==> src/rtl/core/kvte_pkg.sv <==
package kvte_pkg;

  localparam int unsigned CAPACITY    = 256;
  localparam int unsigned KEY_WIDTH   = 32;
  localparam int unsigned VALUE_WIDTH = 32;
  localparam int unsigned ADDR_W      = $clog2(CAPACITY);
  localparam int unsigned CNT_W       = $clog2(CAPACITY + 1);
  localparam int unsigned ENTRY_W     = KEY_WIDTH + VALUE_WIDTH;
  localparam int unsigned CMD_W       = 3;
  localparam int unsigned IDX_W       = 8;
  localparam int unsigned LIMIT_W     = 9;
  localparam int unsigned STEP_W      = 4;

  localparam logic [LIMIT_W-1:0] LIMIT_RESET = LIMIT_W'(256);
  localparam logic [CNT_W-1:0]   CAP_CNT     = CNT_W'(CAPACITY);

  // command codes
  localparam logic [CMD_W-1:0] CMD_INSERT = 3'd0;
  localparam logic [CMD_W-1:0] CMD_UPDATE = 3'd1;
  localparam logic [CMD_W-1:0] CMD_UPSERT = 3'd2;
  localparam logic [CMD_W-1:0] CMD_ERASE  = 3'd3;
  localparam logic [CMD_W-1:0] CMD_LOOKUP = 3'd4;
  localparam logic [CMD_W-1:0] CMD_GETIDX = 3'd5;

  typedef logic [STEP_W-1:0] step_t;

  // microprogram addresses
  localparam step_t S_WAIT   = 4'd0;
  localparam step_t S_DISP   = 4'd1;
  localparam step_t S_SCAN   = 4'd2;
  localparam step_t S_MISS   = 4'd3;
  localparam step_t S_HIT    = 4'd4;
  localparam step_t S_APPEND = 4'd5;
  localparam step_t S_WRVAL  = 4'd6;
  localparam step_t S_FAIL   = 4'd7;
  localparam step_t S_HITVAL = 4'd8;
  localparam step_t S_RDIDX  = 4'd9;
  localparam step_t S_IDXRES = 4'd10;
  localparam step_t S_RDLAST = 4'd11;
  localparam step_t S_MOVE   = 4'd12;
  localparam step_t S_RESULT = 4'd13;

  // dispatch table selects, carried in the target field of a dispatch word
  localparam step_t D_CMD  = 4'd0;
  localparam step_t D_MISS = 4'd1;
  localparam step_t D_HIT  = 4'd2;

  typedef enum logic [3:0] {
    OP_NOP,
    OP_LOAD,
    OP_SCAN,
    OP_APPEND,
    OP_WRVAL,
    OP_FAIL,
    OP_HITVAL,
    OP_RDIDX,
    OP_IDXRES,
    OP_RDLAST,
    OP_MOVE,
    OP_RESULT
  } op_e;

  typedef enum logic [2:0] {
    J_NEXT,
    J_ALWAYS,
    J_WAIT_REQ,
    J_DISPATCH,
    J_SCAN,
    J_WAIT_OUT
  } jump_e;

  typedef struct packed {
    op_e   op;
    jump_e jump;
    step_t target;
  } ucode_t;

  typedef struct packed {
    logic             accept;
    logic             hit;
    logic             miss;
    logic             out_free;
    logic [CMD_W-1:0] cmd;
  } kvte_stat_t;

  typedef struct packed {
    logic [CMD_W-1:0] command;
    logic [31:0]      key;
    logic [31:0]      value;
    logic [IDX_W-1:0] index;
  } kvte_in_t;

  typedef struct packed {
    logic             ok;
    logic [31:0]      out_key;
    logic [31:0]      out_value;
    logic [CNT_W-1:0] entry_count;
    logic             is_empty;
  } kvte_out_t;

  function automatic ucode_t ucode_rom(input step_t step);
    ucode_t w;
    w = '{op: OP_NOP, jump: J_ALWAYS, target: S_WAIT};
    case (step)
      S_WAIT:   w = '{op: OP_LOAD,   jump: J_WAIT_REQ, target: S_WAIT};
      S_DISP:   w = '{op: OP_NOP,    jump: J_DISPATCH, target: D_CMD};
      S_SCAN:   w = '{op: OP_SCAN,   jump: J_SCAN,     target: S_HIT};
      S_MISS:   w = '{op: OP_NOP,    jump: J_DISPATCH, target: D_MISS};
      S_HIT:    w = '{op: OP_NOP,    jump: J_DISPATCH, target: D_HIT};
      S_APPEND: w = '{op: OP_APPEND, jump: J_ALWAYS,   target: S_RESULT};
      S_WRVAL:  w = '{op: OP_WRVAL,  jump: J_ALWAYS,   target: S_RESULT};
      S_FAIL:   w = '{op: OP_FAIL,   jump: J_ALWAYS,   target: S_RESULT};
      S_HITVAL: w = '{op: OP_HITVAL, jump: J_ALWAYS,   target: S_RESULT};
      S_RDIDX:  w = '{op: OP_RDIDX,  jump: J_NEXT,     target: S_WAIT};
      S_IDXRES: w = '{op: OP_IDXRES, jump: J_ALWAYS,   target: S_RESULT};
      S_RDLAST: w = '{op: OP_RDLAST, jump: J_NEXT,     target: S_WAIT};
      S_MOVE:   w = '{op: OP_MOVE,   jump: J_NEXT,     target: S_WAIT};
      S_RESULT: w = '{op: OP_RESULT, jump: J_WAIT_OUT, target: S_WAIT};
      default:  w = '{op: OP_NOP,    jump: J_ALWAYS,   target: S_WAIT};
    endcase
    return w;
  endfunction

  function automatic step_t dispatch_step(input step_t tbl, input logic [CMD_W-1:0] cmd);
    step_t s;
    s = S_FAIL;
    case (tbl)
      D_CMD: begin
        case (cmd)
          CMD_INSERT, CMD_UPDATE, CMD_UPSERT,
          CMD_ERASE, CMD_LOOKUP:            s = S_SCAN;
          CMD_GETIDX:                       s = S_RDIDX;
          default:                          s = S_FAIL;
        endcase
      end
      D_MISS: begin
        case (cmd)
          CMD_INSERT, CMD_UPSERT: s = S_APPEND;
          default:                s = S_FAIL;
        endcase
      end
      D_HIT: begin
        case (cmd)
          CMD_UPDATE, CMD_UPSERT: s = S_WRVAL;
          CMD_ERASE:              s = S_RDLAST;
          CMD_LOOKUP:             s = S_HITVAL;
          default:                s = S_FAIL;
        endcase
      end
      default: s = S_FAIL;
    endcase
    return s;
  endfunction

endpackage

==> src/rtl/core/kvte_seq.sv <==
module kvte_seq (
  input  logic                clk_i,
  input  logic                rst_ni,
  input  kvte_pkg::kvte_stat_t stat_i,
  output kvte_pkg::ucode_t    ctrl_o
);
  import kvte_pkg::*;

  step_t  step_q, step_d;
  ucode_t word;

  assign word   = ucode_rom(step_q);
  assign ctrl_o = word;

  always_comb begin
    step_d = step_q;
    case (word.jump)
      J_NEXT:     step_d = step_q + step_t'(1);
      J_ALWAYS:   step_d = word.target;
      J_WAIT_REQ: step_d = stat_i.accept ? step_q + step_t'(1) : step_q;
      J_DISPATCH: step_d = dispatch_step(word.target, stat_i.cmd);
      // stay while searching; a hit jumps, a miss falls through
      J_SCAN: begin
        if (stat_i.hit) begin
          step_d = word.target;
        end else if (stat_i.miss) begin
          step_d = step_q + step_t'(1);
        end
      end
      J_WAIT_OUT: step_d = stat_i.out_free ? word.target : step_q;
      default:    step_d = S_WAIT;
    endcase
  end

  always_ff @(posedge clk_i or negedge rst_ni) begin
    if (!rst_ni) begin
      step_q <= S_WAIT;
    end else begin
      step_q <= step_d;
    end
  end

endmodule

==> config.mk <==
export PLATFORM = sky130hd
export DESIGN_NAME = kvte_seq
export DESIGN_NICKNAME = d
export VERILOG_FILES = /design/src/rtl/core/kvte_pkg.sv /design/src/rtl/core/kvte_seq.sv
export SDC_FILE = /design/constraint.sdc
export NUM_CORES = 1
export LEC_CHECK = 0
export BUFFER_PORTS_ARGS = -buffer_cell sky130_fd_sc_hd__buf_2
export CAP_MARGIN = 25
export CORE_ASPECT_RATIO = 1.1
export CORE_UTILIZATION = 40
export CTS_CLUSTER_SIZE = 14
export DETAILED_ROUTE_END_ITERATION = 6
export PLACE_DENSITY = 0.72
export SYNTH_ARGS = -nofsm -noshare
export SYNTH_HDL_FRONTEND = slang
export SYNTH_SLANG_ARGS = --single-unit
==> constraint.sdc <==
create_clock -name clk_i -period 6.5 [get_ports clk_i]
set_input_delay 0.65 -clock clk_i [delete_from_list [all_inputs] [get_ports clk_i]]
set_output_delay 0.65 -clock clk_i [all_outputs]
set_load 0.01 [all_outputs]
==> impl_metrics.yaml, run 1 <==
status:
  status: "completed"
timing:
  fin_tns_setup_ps: 0
  period_minus_slack_ps: 2700
  clock.fmax_ghz: 0.370
  fin_crit_sh_pct: 41.6
  worst-slew-pin-transition_ps: 852
  slew_headroom_pct: 43.2
  slew_violations: 0
  rsz0062_at_grt: "no"
  finalSetupViolations: 0
  finalHoldViolCount: 0
  whs_ps: 212
  skew_ps: 1.21
synth:
  synth_edf_count: 0
  syn-num-nets: 151
  synth_top_area_share_pct: 10.4
  netlist_instances: 134
  async_reset_ff_share_pct: 100
  yosys-top-cells-area: "dfrtp_1 10%, ha_1 10%, a21oi_1 7.3%"
  ys_ff_latch: 4
  synth_flop_cell: "dfrtp_1"
  avgSynthCellArea_um2: 7.21
  synthDistinctLibCells: 45
  yosys.area.top_type: "dfrtp_1"
  ys_seq_area_share_pct: 10.4
  ys_warn_count: 0
  syn_area_um2: 966
critical_path:
  path_depth: 4
  end_kind: "output pin"
  cp_slowest_cell: "dfrtp_1"
  path_class: "reg -> out"
  setup.worst_path.start_class: "flop"
  r2r_end: "step_q[0]"
  critPathMaxFanout: 26
  rr_worst_depth: 7
  crit_required_ps: 5850
  cp_cell_sequence: "inv_1, ha_1, mux2_2, buf_2"
  critPathLaunch: "step_q[2]"
  reg2reg_from: "step_q[0]"
  cpLargestDelayFamily: "flip-flops"
  path_buf_inv: 2
  critical_path.endpoint: "ctrl_o[9]"
  critPathArrivalTime_ps: 2050
  max_stage_delay_ps: 880
  reg2reg_slack_ps: 4060
cts:
  cts.path.max_buffers: 2
  cts_root_buffer: "clkbuf_4"
  cts_sinks: 4
  clk_pin_slew_ps: 40
  post_cts_buffers: 0
  cts_buffers: 3
  cts_tree: "done"
  postCtsHoldBufs: 0
  cts_resized: 0
  clk_latency_ps: 240
  htree_levels: 1
place:
  place.gp.congestion: 0.885
  portBuffers: 19
  dpl.hpwl_mm: 1.82
layout:
  fillCellCount: 238
  multi_input_area_um2: 782
  largest-register: "step_q"
  layout_commonest_cell: "buf_2"
  final_cell_mix: "19 x buf_2, 14 x a21oi_1, 11 x nand2_1"
  layout-area-overhead-vs-synth_pct: 10.5
  ff_latch_area_um2: 100
  largest_reg_flops: 4
  diodes: 0
  top_regs: "step_q x4"
  nets: 166
  final_layout_size_suffix_gt1_share_pct: 21.8
floorplan:
  io_pins: 20
  fp.dieW_um: 48.9
  coreArea_mm2: 0.00227
  start_util_pct: 42.5
  num_rows: 18
  chipHeight_um: 53.5
  dieArea_mm2: 0.00262
global_routing:
  grt_max_degree: 28
  grt_pass1_wl_mm: 3.87
  met3_usage_pct: 0.847
  met1_usage_pct: 26.4
  met2_usage_pct: 30.8
  antenna_found_initial: 0
  grt-ovfl-total: 0
  grtUsageTotal_pct: 19.0
  top_usage_layer: "met2"
  grt_pass1_vias: 847
drt:
  first_pass_iters: 4
  drt_wl_total_mm: 2.40
  vias: 1042
  first_iter_violations: 39
  antenna_left: 0
  wl_per_cell_um: 13.6
  drcViolationCount: 0
  avgViaCountPerCell: 5.89
power_and_ir_drop:
  p_per_area_mw_per_mm2: 571
  p_leak_nw: 0.477
  ir_drop_v: 0.000399
job:
  drv_cap: 0
hold_path:
  hold_path.class: "in -> async"
-- cell families (layout without fill, tap and decap cells) --
logic type,Yosys count,after routing,synth area share (%)
xor gates and xnor gates,4,4,3.63
muxes,3,3,4.53
DFF,4,4,10.4
adders and majority gates,8,8,10.4
and+or+nand+nor,50,50,27.7
AOI/OAI and AO/OA,48,48,34.7
buffers and inverters,17,30,8.68
-- worst min path at each step --
stage | from | slack (ps) | end | cells past startpoint
after floorplan | rst_ni | 350 | step_q[0] | 0
after global placement | rst_ni | 450 | step_q[2] | 1
after detailed placement | rst_ni | 460 | step_q[3] | 1
after CTS | rst_ni | 200 | step_q[2] | 1
after global routing | rst_ni | 220 | step_q[3] | 1
final | rst_ni | 210 | step_q[1] | 1
-- cells in the mapped netlist (all sizes together), types with 4 or more instances --
library cell / instances
a21oi: 15
nand2: 11
nor2: 9
ha: 8
inv: 8
o21ai: 8
buf: 6
nand2b: 6
dfrtp: 4
nand3: 4
o31ai: 4
-- where the power goes --
| part | internal [mW] | switching [mW] | leakage, nW |
|---|---|---|---|
| sequential | 0.0385 | 0.0598 | 0.0495 |
| combinational | 0.213 | 0.267 | 0.414 |
| clock | 0.0207 | 0.0103 | 0.0138 |
-- final cells by class --
class	instances	share of cell area (%)
clock buffer	3	2.11
inverter	8	2.81
multi-input combinational	113	73.3
sequential	4	9.38
tap	30	3.52
timing repair buffer	19	8.91
-- stage by stage --
stage	utilization (%)	instance area, µm²	worst slack, ps	power, mW	cells
4_1_cts	46.9	1070	3780	0.611	177
3_5_place_dp	45.9	1040	4040	0.576	174
5_1_grt	46.9	1070	3610	0.669	177
2_1_floorplan	-	966	4380	0.466	134
6_report	46.9	1070	3800	0.610	177
3_3_place_gp	45.9	1040	4030	0.570	174
-- metal layers --
metal | share of wire (%) | vias up
met4 | 0.75 | 0
li1 | - | 521
met1 | 45 | 484
met2 | 49 | 35
met5 | 0 | -
met3 | 5.0 | 2
Note: power is estimated with default switching activity, not from simulation.
==> run 2, diff against run 1 <==
Settings changed: PLACE_DENSITY 0.72 to 0.75.
Clock period 6.5 ns to 2.2 ns, I/O delays scaled along.
==> impl_metrics.yaml, run 2 (synthesis gave the netlist of run 1 again) <==
critical_path:
  max_stage_delay_ps: 430
  path_depth: 7
  critPathMaxFanout: 6
  path_class: "reg -> reg"
  critPathArrivalTime_ps: 2210
  crit_required_ps: 2350
  cp_slowest_cell: "dfrtp_1"
  setup.worst_path.start_class: "flop"
  end_kind: "flop"
  cp_cell_sequence: "inv_1, ha_1, and2_1, a32o_1, and2b_1, a211o_1, a22o_1"
  cpLargestDelayFamily: "compound AO/OA/AOI/OAI gates"
  path_buf_inv: 1
  rr_worst_depth: 7
floorplan:
  num_rows: 18
  dieArea_mm2: 0.00262
  io_pins: 20
  chipHeight_um: 53.5
  fp.dieW_um: 48.9
  start_util_pct: 42.5
  coreArea_mm2: 0.00227
place:
  place.gp.congestion: 0.923
  dpl.hpwl_mm: 2.00
  dp_slack_ps: 153
  portBuffers: 19
  dpl_cell_area_mm2: 0.00109
layout:
  fillCellCount: 219
  layout-area-overhead-vs-synth_pct: 17.6
  diodes: 0
  finalInstanceArea_mm2: 0.00114
  final_layout_size_suffix_gt1_share_pct: 25.5
  largest_reg_flops: 4
  nets: 172
  layout_commonest_cell: "buf_2"
  top_regs: "step_q x4"
  largest-register: "step_q"
  final_cell_mix: "19 x buf_2, 14 x a21oi_1, 11 x nand2_1"
timing:
  rsz0062_at_grt: "no"
  skew_ps: 10.2
  period_minus_slack_ps: 2060
  worst-slew-pin-transition_ps: 491
  slew_headroom_pct: 67.3
  finalHoldViolCount: 0
  clock.fmax_ghz: 0.485
  finalSetupViolations: 0
  slew_violations: 0
  whs_ps: 291
  setup_ws_ps: 139
  fin_tns_setup_ps: 0
  fin_crit_sh_pct: 93.7
drt:
  wl_per_cell_um: 14.2
  avgViaCountPerCell: 5.85
  first_pass_iters: 4
  drt_wl_total_mm: 2.61
  first_iter_violations: 35
  vias: 1070
  antenna_left: 0
  drcViolationCount: 0
cts:
  cts_sinks: 4
  clk_pin_slew_ps: 40
  cts_tree: "done"
  clk_latency_ps: 260
  cts_root_buffer: "clkbuf_4"
  cts_buffers: 3
  cts.path.max_buffers: 2
  htree_levels: 1
  post_cts_buffers: 0
status:
  status: "completed"
power_and_ir_drop:
  ir_drop_v: 0.00113
  p_leak_nw: 0.508
  p_per_area_mw_per_mm2: 1710
global_routing:
  grtUsageTotal_pct: 21.2
  grt-ovfl-total: 0
  grt_pass1_vias: 958
  grt_max_degree: 21
  antenna_found_initial: 0
  grt_pass1_wl_mm: 4.20
job:
  drv_cap: 0
hold_path:
  hold_path.class: "in -> async"
run 2: changes by cell type in the layout (fill, tap and decap cells not counted), sizes merged:
cell and delta:
dlygate4sd3 +1, buf +5
run 2: path summary, 6_finish.rpt:
check | startpoint | to | slack (ps)
max in group asynchronous | rst_ni | step_q[2] | 1780
worst min register to register | step_q[1] | step_q[1] | 630
worst min-delay path | rst_ni | step_q[0] | 290
worst max register to register | step_q[1] | step_q[0] | 140
worst max-delay path | step_q[1] | step_q[0] | 140
min in group clk_i | stat_i[6] | step_q[2] | 520
run 2: through the flow:
stage	std cells	power (mW)	utilization (%)
floorplan	134	1.38	-
CTS	183	1.91	49.6
global route	183	2.12	49.9
finish	183	1.95	49.9
global placement	179	1.77	48.1
detailed placement	179	1.80	48.1
run 2: per-layer routing:
metal  vias to the layer above  GRT usage (%)  wire length [µm]
met2                        37           35.9              1260
met4                         0           10.8                48
met1                       494           25.5              1150
li1                        533              -                 -
met5                         -              0                 0
met3                         6           5.08               145
run 2: power by group:
part	switching, mW	total, mW	internal, mW
clock	0.0411	0.103	0.0617
sequential	0.0874	0.203	0.116
combinational	0.928	1.64	0.714
total	1.06	1.95	0.891
run 2: area by class of cell:
type	count	area, µm²	area share [%]
multi-input cells	113	791	69.6
well taps	30	37.5	3.30
clock buffers	3	22.5	1.98
inverters	8	30.0	2.64
flip-flops and latches	4	100	8.81
repair buffers	25	155	13.7
run 2: repair_timing:
item                                    in CTS  in global routing
endpoints found under the hold margin        4                  0
endpoints found under the setup margin       0                  2
hold buffers                                 1                  0
gates resized for setup                      0                  2
run 2: worst register-to-register path: stages, from the launching register on:
cell and delay [ps]:
dfrtp_1 430, inv_1 160, ha_1 230, and2_1 190
a32o_1 290, and2b_1 170, a211o_1 290, a22o_1 190
==> run 3, diff against run 2 <==
Settings changed: CELL_PAD_IN_SITES_DETAIL_PLACEMENT set to 1, CELL_PAD_IN_SITES_GLOBAL_PLACEMENT set to 1, CORE_UTILIZATION 40 to 35, PLACE_DENSITY 0.75 to 0.86.
==> impl_metrics.yaml, run 3 (synthesis gave the netlist of run 1 again) <==
status:
  status: "completed"
timing:
  finalSetupViolations: 0
  fin_crit_sh_pct: 94.9
  period_minus_slack_ps: 2090
  slew_violations: 0
  finalHoldViolCount: 0
  setup_ws_ps: 113
  rsz0062_at_grt: "no"
  skew_ps: 1.42
  worst-slew-pin-transition_ps: 475
  fin_tns_setup_ps: 0
  slew_headroom_pct: 68.3
  clock.fmax_ghz: 0.479
layout:
  final_cell_mix: "19 x buf_2, 14 x a21oi_1, 11 x nand2_1"
  final_layout_size_suffix_gt1_share_pct: 26.5
  fillCellCount: 347
  largest-register: "step_q"
  top_regs: "step_q x4"
  largest_reg_flops: 4
  nets: 174
  layout-area-overhead-vs-synth_pct: 18.7
  diodes: 0
  layout_commonest_cell: "buf_2"
cts:
  clk_latency_ps: 240
  cts_sinks: 4
  clk_pin_slew_ps: 30
  cts_root_buffer: "clkbuf_4"
  cts_buffers: 3
  cts_tree: "done"
  post_cts_buffers: 0
  cts.path.max_buffers: 2
  htree_levels: 1
power_and_ir_drop:
  pwr-share-seq_pct: 9.8
  internal-power_uw: 914
  ir_drop_v: 0.000950
  switching_share_pct: 54.7
  power_frac_comb_pct: 85.6
  switching_power_mw: 1.10
  p_leak_nw: 0.518
  pwr-share-clk_pct: 4.6
  p_per_area_mw_per_mm2: 1760
drt:
  drt_wl_total_mm: 3.16
  first_iter_violations: 23
  drcViolationCount: 0
  avgViaCountPerCell: 6.06
  antenna_left: 0
  first_pass_iters: 6
  wl_per_cell_um: 17.0
  vias: 1128
critical_path:
  critPathMaxFanout: 6
  end_kind: "flop"
  crit_required_ps: 2370
  rr_worst_depth: 7
  critPathArrivalTime_ps: 2260
  path_class: "reg -> reg"
  setup.worst_path.start_class: "flop"
global_routing:
  grt_pass1_vias: 1084
  grt-ovfl-total: 0
  top_usage_layer: "met2"
  grt_max_degree: 20
  met1_usage_pct: 30.0
  antenna_found_initial: 0
  met2_usage_pct: 39.0
  met3_usage_pct: 2.40
  grt_pass1_wl_mm: 5.20
  grtUsageTotal_pct: 23.6
place:
  place.gp.congestion: 0.915
  portBuffers: 19
  dp_slack_ps: 77.5
  dpl.hpwl_mm: 2.52
job:
  drv_cap: 0
floorplan:
  coreArea_mm2: 0.00257
  dieArea_mm2: 0.00297
  chipHeight_um: 57.1
  fp.dieW_um: 52.1
  io_pins: 20
  num_rows: 19
  start_util_pct: 37.6
hold_path:
  hold_path.class: "in -> async"
## run 3: cell types whose count changed in the layout (fill, tap and decap cells not counted)
cell / before / now
a22oi_1: 1 / 2
mux2i_1: 0 / 1
buf_4: 4 / 6
dfrtp_2: 0 / 2
a22oi_2: 1 / 0
mux2i_2: 1 / 0
dfrtp_1: 4 / 2
## run 3: critical path: stages (launching register included)
cell      delay [ps]
dfrtp_2          440
inv_1            180
ha_1             210
buf_4            160
nand3b_1         110
a22oi_1          440
a32o_1           310
a22o_1           170
## run 3: power by group through the flow
| stage | Combinational, mW | Sequential [mW] | Clock [mW] |
|---|---|---|---|
| floorplan | 1.22 | 0.157 | 0 |
| global placement | 1.64 | 0.189 | 0 |
| detailed placement | 1.71 | 0.193 | 0 |
| CTS | 1.72 | 0.192 | 0.0946 |
| global route | 1.88 | 0.207 | 0.101 |
| finish | 1.73 | 0.198 | 0.0924 |
## run 3: final timing paths
check | from | to | slack, ps
max | step_q[1] | step_q[1] | 110
min | rst_ni | step_q[1] | 320
max reg2reg | step_q[1] | step_q[1] | 110
min reg2reg | step_q[1] | step_q[1] | 620
max in group asynchronous | rst_ni | step_q[0] | 1750
min in group clk_i | stat_i[6] | step_q[2] | 520
## run 3: per-stage QoR
step                power (mW)  hold slack, ps  util [%]  std cells  instance area [µm²]
floorplan                 1.38           -75.6         -        134                  966
global placement          1.82            26.7      43.3        182                 1110
detailed placement        1.90            32.8      43.3        182                 1110
CTS                       2.01             311      44.5        186                 1140
global route              2.19             322      44.6        186                 1150
finish                    2.02             316      44.6        186                 1150
## run 3: timing repair
action | in CTS | in global routing
hold endpoints to repair | 4 | 0
hold buffers | 1 | 0
setup endpoints to repair | 0 | 4
resized for setup | 0 | 2
## run 3: cell type report
class,instances,area (µm²),area share (%)
sequential,4,103,8.95
tap,31,38.8,3.38
timing repair buffer,27,170,14.8
inverter,8,30.0,2.62
multi-input combinational,113,782,68.2
clock buffer,3,22.5,1.97
## run 3: per-layer routing
metal	vias up	share of wire (%)	wire, µm
met5	-	0	0
met4	0	2.4	75
met3	8	2.7	84
met2	25	51	1610
met1	559	44	1390
li1	536	-	-
